File: src/rtl/assert_macros.svh
// Assertion macros used by range_history_median_velocity.
`ifndef ASSERT_MACROS_SVH
`define ASSERT_MACROS_SVH

// Same-cycle implication under synchronous active-low reset.
`define RHMV_ASSERT_IMP(lbl, clk, rstn, ante, cons) \
  lbl: assert property (@(posedge clk) disable iff (!(rstn)) (ante) |-> (cons)) \
    else $error("implication check failed");

// Next-cycle implication under synchronous active-low reset.
`define RHMV_ASSERT_NXT(lbl, clk, rstn, ante, cons) \
  lbl: assert property (@(posedge clk) disable iff (!(rstn)) (ante) |=> (cons)) \
    else $error("next-cycle check failed");

`endif

File: src/rtl/rhmv_pkg.sv
// Types and constants for the range history median and velocity block.
package rhmv_pkg;

  localparam int unsigned DIST_W   = 16;
  localparam int unsigned TIME_W   = 32;
  localparam int unsigned AGE_W    = 8;
  localparam int unsigned VEL_W    = 27;
  localparam int unsigned FILL_W   = 5;
  localparam int unsigned NUM_W    = 26;
  localparam int unsigned ENTRY_W  = DIST_W + TIME_W;
  localparam int unsigned IN_DW    = 56;
  localparam int unsigned OUT_DW   = 96;
  localparam int unsigned VEL_SCALE = 1000;

  localparam logic ACT_PUSH = 1'b0;
  localparam logic ACT_PEEK = 1'b1;

  typedef enum logic [4:0] {
    S_IDLE = 5'b00001,
    S_RD   = 5'b00010,
    S_PREP = 5'b00100,
    S_DIV  = 5'b01000,
    S_OUT  = 5'b10000
  } state_t;

endpackage

File: src/rtl/range_history_median_velocity.sv
// Range history ring with median-of-three and velocity, memory based.
//
//  channel | dir | handshake          | payload
//  in_     | in  | in_tvalid/tready   | tuser: action; tdata: distance, time, age_index
//  out_    | out | out_tvalid/tready  | tuser: peek_valid; tdata: median, velocity,
//          |     |                    |        fill_count, peek_distance, peek_time
//
//  One request at a time, in order: accept, memory reads (one read port), prepare,
//  a radix-2 divider run when a velocity is due, and the output load.
//  A new request is taken while the previous result waits in the output register.
//  Reset is synchronous and clears pointer, fill count and control; the memory is
//  not cleared. A stalled output holds the sequencer before the output load.
`include "assert_macros.svh"

module range_history_median_velocity #(
  parameter int unsigned HISTORY_DEPTH = 16
) (
  input  logic        clk,
  input  logic        rst_n,
  input  logic        in_tvalid,
  output logic        in_tready,
  input  logic [55:0] in_tdata,   // reading_distance[15:0], reading_time[47:16], age_index[55:48]
  input  logic        in_tuser,   // action[0]
  output logic        out_tvalid,
  input  logic        out_tready,
  output logic [95:0] out_tdata,  // median_distance[15:0], velocity[42:16], fill_count[47:43],
                                  // peek_distance[63:48], peek_time[95:64]
  output logic        out_tuser   // peek_valid[0]
);

  localparam int unsigned PW = $clog2(HISTORY_DEPTH);
  localparam int unsigned CW = $clog2(HISTORY_DEPTH + 1);
  localparam int unsigned AW = PW + 1;

  rhmv_pkg::state_t state_r;

  logic [PW-1:0] wp_r;
  logic [CW-1:0] count_r;
  logic [2:0]    rd_cnt_r;
  logic [4:0]    div_cnt_r;

  logic [rhmv_pkg::ENTRY_W-1:0] mem [HISTORY_DEPTH];
  logic [rhmv_pkg::ENTRY_W-1:0] rdata_r;

  logic                        peek_ok_r;
  logic [PW-1:0]               peek_k_r;
  logic [rhmv_pkg::DIST_W-1:0] d0_r, d1_r, d2_r, pd_r, median_r;
  logic [rhmv_pkg::TIME_W-1:0] t0_r, t1_r, pt_r, dt_r, rem_r;
  logic [rhmv_pkg::NUM_W-1:0]  quo_r;
  logic                        neg_r, vel_ok_r;

  logic                        out_valid_r, out_user_r;
  logic [rhmv_pkg::OUT_DW-1:0] out_data_r;

  logic                        in_acc, is_push, out_free;
  logic [rhmv_pkg::DIST_W-1:0] in_dist;
  logic [rhmv_pkg::TIME_W-1:0] in_time;
  logic [rhmv_pkg::AGE_W-1:0]  in_age;
  logic [PW-1:0]               wp_inc, rd_k, rd_addr;
  logic [AW-1:0]               rd_sum;
  logic [rhmv_pkg::DIST_W-1:0] lo01, hi01, mid;
  logic [rhmv_pkg::DIST_W-1:0] mag;
  logic [rhmv_pkg::TIME_W:0]   trial;
  logic                        fit;
  logic [rhmv_pkg::VEL_W-1:0]  q_ext, vel;
  logic                        peek_ok_in;

  assign in_tready = (state_r == rhmv_pkg::S_IDLE);
  assign in_acc    = in_tvalid && in_tready;
  assign is_push   = (in_tuser == rhmv_pkg::ACT_PUSH);
  assign in_dist   = in_tdata[15:0];
  assign in_time   = in_tdata[47:16];
  assign in_age    = in_tdata[55:48];
  assign out_free  = !out_valid_r || out_tready;

  assign wp_inc = (wp_r == PW'(HISTORY_DEPTH - 1)) ? '0 : wp_r + 1'b1;
  assign peek_ok_in = !is_push && (9'(in_age) < 9'(count_r));

  always_comb begin
    case (rd_cnt_r)
      3'd0:    rd_k = '0;
      3'd1:    rd_k = PW'(1);
      3'd2:    rd_k = PW'(2);
      default: rd_k = peek_k_r;
    endcase
    rd_sum = AW'(wp_r) + AW'(HISTORY_DEPTH - 1) - AW'(rd_k);
    if (rd_sum >= AW'(HISTORY_DEPTH)) begin
      rd_addr = PW'(rd_sum - AW'(HISTORY_DEPTH));
    end else begin
      rd_addr = PW'(rd_sum);
    end
  end

  always_comb begin
    lo01 = (d0_r < d1_r) ? d0_r : d1_r;
    hi01 = (d0_r < d1_r) ? d1_r : d0_r;
    mid  = (hi01 < d2_r) ? hi01 : d2_r;
    if (lo01 > mid) begin
      mid = lo01;
    end
    mag   = (d0_r < d1_r) ? (d1_r - d0_r) : (d0_r - d1_r);
    trial = {rem_r, quo_r[rhmv_pkg::NUM_W-1]};
    fit   = (trial >= {1'b0, dt_r});
    q_ext = {1'b0, quo_r};
    if (!vel_ok_r) begin
      vel = '0;
    end else if (neg_r) begin
      vel = '0 - q_ext;
    end else begin
      vel = q_ext;
    end
  end

  always_ff @(posedge clk) begin
    if (in_acc && is_push) begin
      mem[wp_r] <= {in_time, in_dist};
    end
    rdata_r <= mem[rd_addr];
  end

  always_ff @(posedge clk) begin
    if (!rst_n) begin
      state_r     <= rhmv_pkg::S_IDLE;
      wp_r        <= '0;
      count_r     <= '0;
      rd_cnt_r    <= '0;
      div_cnt_r   <= '0;
      out_valid_r <= 1'b0;
    end else begin
      if (state_r == rhmv_pkg::S_OUT && out_free) begin
        out_valid_r <= 1'b1;
      end else if (out_valid_r && out_tready) begin
        out_valid_r <= 1'b0;
      end
      unique case (state_r)
        rhmv_pkg::S_IDLE: begin
          if (in_acc) begin
            if (is_push) begin
              wp_r <= wp_inc;
              if (count_r != CW'(HISTORY_DEPTH)) begin
                count_r <= count_r + 1'b1;
              end
            end
            rd_cnt_r <= '0;
            state_r  <= rhmv_pkg::S_RD;
          end
        end
        rhmv_pkg::S_RD: begin
          if (rd_cnt_r == 3'd4) begin
            state_r <= rhmv_pkg::S_PREP;
          end else begin
            rd_cnt_r <= rd_cnt_r + 1'b1;
          end
        end
        rhmv_pkg::S_PREP: begin
          div_cnt_r <= '0;
          if (count_r >= CW'(2) && t0_r > t1_r) begin
            state_r <= rhmv_pkg::S_DIV;
          end else begin
            state_r <= rhmv_pkg::S_OUT;
          end
        end
        rhmv_pkg::S_DIV: begin
          div_cnt_r <= div_cnt_r + 1'b1;
          if (div_cnt_r == 5'(rhmv_pkg::NUM_W - 1)) begin
            state_r <= rhmv_pkg::S_OUT;
          end
        end
        rhmv_pkg::S_OUT: begin
          if (out_free) begin
            state_r <= rhmv_pkg::S_IDLE;
          end
        end
        default: state_r <= rhmv_pkg::S_IDLE;
      endcase
    end
  end

  always_ff @(posedge clk) begin
    if (in_acc) begin
      peek_ok_r <= peek_ok_in;
      peek_k_r  <= peek_ok_in ? PW'(in_age) : '0;
    end
    if (state_r == rhmv_pkg::S_RD) begin
      case (rd_cnt_r)
        3'd1: begin
          d0_r <= rdata_r[15:0];
          t0_r <= rdata_r[47:16];
        end
        3'd2: begin
          d1_r <= rdata_r[15:0];
          t1_r <= rdata_r[47:16];
        end
        3'd3: d2_r <= rdata_r[15:0];
        3'd4: begin
          pd_r <= peek_ok_r ? rdata_r[15:0] : '0;
          pt_r <= peek_ok_r ? rdata_r[47:16] : '0;
        end
        default: ;
      endcase
    end
    if (state_r == rhmv_pkg::S_PREP) begin
      if (count_r == '0) begin
        median_r <= '0;
      end else if (count_r < CW'(3)) begin
        median_r <= d0_r;
      end else begin
        median_r <= mid;
      end
      vel_ok_r <= (count_r >= CW'(2)) && (t0_r > t1_r);
      neg_r    <= d0_r < d1_r;
      dt_r     <= t0_r - t1_r;
      rem_r    <= '0;
      quo_r    <= rhmv_pkg::NUM_W'(mag) * rhmv_pkg::NUM_W'(rhmv_pkg::VEL_SCALE);
    end
    if (state_r == rhmv_pkg::S_DIV) begin
      rem_r <= fit ? rhmv_pkg::TIME_W'(trial - {1'b0, dt_r}) : trial[rhmv_pkg::TIME_W-1:0];
      quo_r <= {quo_r[rhmv_pkg::NUM_W-2:0], fit};
    end
    if (state_r == rhmv_pkg::S_OUT && out_free) begin
      out_user_r <= peek_ok_r;
      out_data_r <= {pt_r, pd_r, rhmv_pkg::FILL_W'(count_r), vel, median_r};
    end
  end

  assign out_tvalid = out_valid_r;
  assign out_tdata  = out_data_r;
  assign out_tuser  = out_user_r;

  `RHMV_ASSERT_NXT(a_push_count, clk, rst_n, in_acc && is_push,
    (count_r == $past(count_r) + 1'b1) || (count_r == CW'(HISTORY_DEPTH)))
  `RHMV_ASSERT_NXT(a_out_load, clk, rst_n, (state_r == rhmv_pkg::S_OUT) && out_free,
    out_valid_r && (state_r == rhmv_pkg::S_IDLE))
  `RHMV_ASSERT_IMP(a_push_no_peek, clk, rst_n, out_valid_r && !out_user_r,
    (out_data_r[95:48] == '0))
  `RHMV_ASSERT_IMP(a_fill_bound, clk, rst_n, state_r != rhmv_pkg::S_IDLE,
    count_r <= CW'(HISTORY_DEPTH))

endmodule
File: config.mk
export PLATFORM = sky130hd
export DESIGN_NAME = range_history_median_velocity
export DESIGN_NICKNAME = d
export VERILOG_FILES = /design/src/rtl/rhmv_pkg.sv /design/src/rtl/range_history_median_velocity.sv
export VERILOG_INCLUDE_DIRS = /design/src /design/src/rtl
export SDC_FILE = /design/constraint.sdc
export NUM_CORES = 1
export LEC_CHECK = 0
export BUFFER_PORTS_ARGS = -buffer_cell sky130_fd_sc_hd__buf_2
export CORE_UTILIZATION = 44
export CTS_BUF_LIST = sky130_fd_sc_hd__clkbuf_4 sky130_fd_sc_hd__clkbuf_8
export CTS_CLUSTER_DIAMETER = 120
export DETAILED_ROUTE_END_ITERATION = 7
export GPL_TIMING_DRIVEN = 0
export PLACE_DENSITY_LB_ADDON = 0.05
export SLEW_MARGIN = 25
export SYNTH_ARGS = -nofsm -noshare
export SYNTH_HDL_FRONTEND = slang
export SYNTH_SLANG_ARGS = --single-unit
File: constraint.sdc
create_clock -name clk -period 12.2 [get_ports clk]
set_input_delay 3.05 -clock clk [delete_from_list [all_inputs] [get_ports clk]]
set_output_delay 3.05 -clock clk [all_outputs]
set_load 0.1 [all_outputs]
==> impl_metrics.py <==
metrics = {
    "power": {
        "p_switching_mw": 2.13,
        "pwr-share-clk": 0.398,
        "intPower_mw": 6.91,
        "seqPwrFrac": 0.522,
        "ir_worst_vdd_mv": 0.107,
        "share_comb_of_total_power": 0.080,
        "power_switching_share": 0.235,
        "cellPowerDensity_nw_per_um2": 145,
        "p_leak_nw": 22.4,
    },
    "clock_tree": {
        "clk_pin_slew_ns": 0.06,
        "h-tree-depth": 4,
        "clockRootBuffer": "clkbuf_8",
        "cts_setup_buffers": 0,
        "cts_max_path_buffers": 3,
        "post_cts_resize_count": 0,
        "holdBufCountCts": 0,
        "numCtsBuffers": 199,
        "cts_tree": "built",
        "clock_sinks": 1209,
        "insertion_delay_ns": 0.91,
    },
    "global_route": {
        "grt_pass1_wl_mm": 195,
        "grt_start_max_net_pins": 36,
        "grt_pass1_vias": 31787,
        "track_usage": 0.214,
        "antenna_found_initial": 21,
        "grt.overflow.total": 0,
    },
    "critical_path": {
        "path_class": "flop to flop",
        "required_ns": 12.82,
        "critPathLaunchType": "flop",
        "worstPathArrival_ns": 9.99,
        "cp_slowest_cell": "clkbuf_1",
        "slowest_delay_ns": 0.59,
        "rrSetupSlack_ns": 2.82,
        "cp_max_fo": 10,
        "critical_path.endpoint_type": "flop",
    },
    "timing": {
        "setup_viol": 0,
        "setup_slack_ns": 2.82,
        "rsz0062_at_grt": "false",
        "timing.fmax_mhz": 107,
        "timing.final.crit_share": 0.769,
        "max_slew_margin": 0.373,
        "finalMaxSlewViolations": 0,
        "final_hold_viol_count": 0,
        "fin_crit_ns": 9.38,
        "clock_skew_ns": 0.0449,
        "tightestPinTransition_ns": 0.940,
    },
    "floorplan": {
        "rows": 127,
        "chipWidth_um": 351,
        "initial_core_util": 0.445,
        "core_area_sq_um": 120000,
        "dieHeight_um": 351,
        "ioPinCount": 160,
        "dieArea_sq_um": 123000,
    },
    "yosys": {
        "yosys.cell_types.count": 85,
        "ys_seq_area_frac": 0.665,
        "synth-edff-count": 1138,
        "async_reset_ff_frac": 0,
        "synth_ff_type": "edfxtp_1",
        "syn_area_sq_um": 53500,
        "syn_inst": 3480,
        "synth_area_per_cell_sq_um": 15.4,
        "yosys_warnings": 0,
        "synth_seq_cells": 1209,
        "syn_nets": 3790,
    },
    "final_layout": {
        "layout_commonest_cell": "edfxtp_1",
        "drive_gt1_frac": 0.211,
        "mostFrequentLayoutCells": "1,138 x edfxtp_1, 287 x nand2_1, 226 x clkbuf_8, 223 x inv_1, 196 x ha_1",
        "ff_latch_area_sq_um": 35600,
        "final_util": 0.517,
        "syn2layout_area_growth_pct": 16.1,
        "n_fill_cell": 10066,
        "multi_input_area_sq_um": 16700,
        "finalNetCount": 4247,
    },
    "placed_design": {
        "post-place-ws_ns": 2.84,
        "numPortBuffers": 159,
        "gp_congestion": 0.883,
        "hpwlAfterDp_mm": 93.7,
    },
    "route": {
        "wire_per_inst_um": 22.7,
        "vias": 30679,
        "first_pass_iters": 5,
        "drc": 0,
        "drt-total-wl_mm": 130,
        "vias_per_cell": 5.36,
        "antenna_left": 0,
        "drtIter0Drc": 2132,
    },
    "worst_hold_path": {
        "worstHoldPathType": "flop to flop",
    },
    "run": {
        "drv_cap": 0,
    },
    "run_status": {
        "outcome": "finished clean",
    },
}
routing by layer:
| layer | vias up | global-route usage | wire, um |
|---|---|---|---|
| li1 | 14155 | - | - |
| met1 | 15552 | 0.290 | 57900 |
| met2 | 755 | 0.352 | 62600 |
| met3 | 207 | 0.0398 | 6520 |
| met4 | 10 | 0.0608 | 2700 |
| met5 | - | 0 | 69 |
synth_stat cells, types with 4 or more instances:
cell         n  share of area
nor3b_1      6        0.00084
nor3_1      22         0.0021
buf_2        8        0.00075
nand2b_1    36         0.0042
nand4_1     22         0.0026
clkbuf_1    99         0.0069
a31oi_1     60         0.0070
o211ai_1    11         0.0015
a21o_1      62         0.0087
a221o_1     17         0.0032
xor2_1      37         0.0061
and2_1     131          0.015
buf_1       24         0.0017
a21oi_1    152          0.014
nand3_1     30         0.0028
mux2i_1      9         0.0017
o21a_1      12         0.0017
o31ai_1     19         0.0027
or3_1        9         0.0011
nand2_1    287          0.020
xnor2_1     92          0.015
inv_1      224          0.016
a31o_2       6        0.00098
ha_1       196          0.046
a211oi_1    70         0.0098
o21ai_0    117          0.011
mux2_2       7         0.0015
nor2_1     135         0.0095
dfxtp_1     71          0.027
or4_1        6        0.00084
mux4_2     192          0.081
nor2b_1     18         0.0021
fa_1        53          0.020
edfxtp_1  1138           0.64
buf_6        4        0.00084
o21bai_1     5        0.00070
o41ai_1      4        0.00065
and3_1      11         0.0013
nor4_1       8        0.00093
xnor2_2      4         0.0012
final cells by class:
| cell class | count | area share |
|---|---|---|
| inverter | 227 | 0.0137 |
| tap | 1612 | 0.0324 |
| multi-input combinational | 1906 | 0.269 |
| clock inverter | 79 | 0.00872 |
| clock buffer | 285 | 0.0572 |
| buffer | 138 | 0.00954 |
| antenna | 7 | 0.000282 |
| timing repair buffer | 256 | 0.0369 |
| sequential | 1209 | 0.573 |
critical path, delay by kind of cell, from the launching register on:
family	cells	cell delay, ns
simple gates	9	1.63
fa+ha+maj	4	1.17
flops	1	0.46
compound gates	15	3.86
buf+inv	7	1.96
worst paths after layout:
path,from,to,depth (start not counted)
worst max-delay path,d0_r[0]$_DFFE_PP_,median_r[7]$_SDFFCE_PN0P_,35
worst min-delay path,median_r[4]$_SDFFCE_PN0P_,out_tdata[4]$_DFFE_PP_,0
worst max register to register,d0_r[0]$_DFFE_PP_,median_r[7]$_SDFFCE_PN0P_,35
worst min register to register,median_r[4]$_SDFFCE_PN0P_,out_tdata[4]$_DFFE_PP_,0
power by group through the flow:
stage                     sequential [mW]  combinational, mW  clock, mW
after floorplan                      4.76              0.444          0
after global placement               4.80              0.712          0
after detailed placement             4.80              0.731          0
after CTS                            4.72              0.732       3.70
after global routing                 4.72              0.781       3.87
final                                4.72              0.721       3.60
cells by family (layout without fill, tap and decap cells):
| kind of cell | Yosys count | count (layout) | share of synthesized area |
|---|---|---|---|
| AOI/OAI and AO/OA | 576 | 576 | 0.0695 |
| muxes | 208 | 208 | 0.0839 |
| DFF | 1209 | 1209 | 0.665 |
| buffers and inverters | 365 | 985 | 0.0267 |
| xor gates and xnor gates | 135 | 135 | 0.0231 |
| and+or+nand+nor | 737 | 737 | 0.0662 |
| other | 0 | 7 | 0 |
| adders and majority gates | 250 | 250 | 0.0658 |
registers in the layout, indices dropped and copies added, names as in the netlist, 26 cells and up:
register   count
rdata_r       48
out_tdata     96
t1_r          32
dt_r          32
quo_r         26
t0_r          32
pt_r          32
mem          768
rem_r         32
through the flow:
step / TNS [ns] / instances / total power [mW] / hold slack, ns / instance area (sq um)
final: 0 / 5719 / 9.04 / 0.408 / 62200
after CTS: 0 / 5710 / 9.15 / 0.410 / 62100
after floorplan: 0 / 3480 / 5.20 / 0.400 / 53500
after global placement: -6.58 / 5251 / 5.52 / 0.403 / 56400
after detailed placement: 0 / 5346 / 5.54 / 0.405 / 58000
after global routing: 0 / 5715 / 9.38 / 0.414 / 62100
Power figures use the tool's default switching activity.
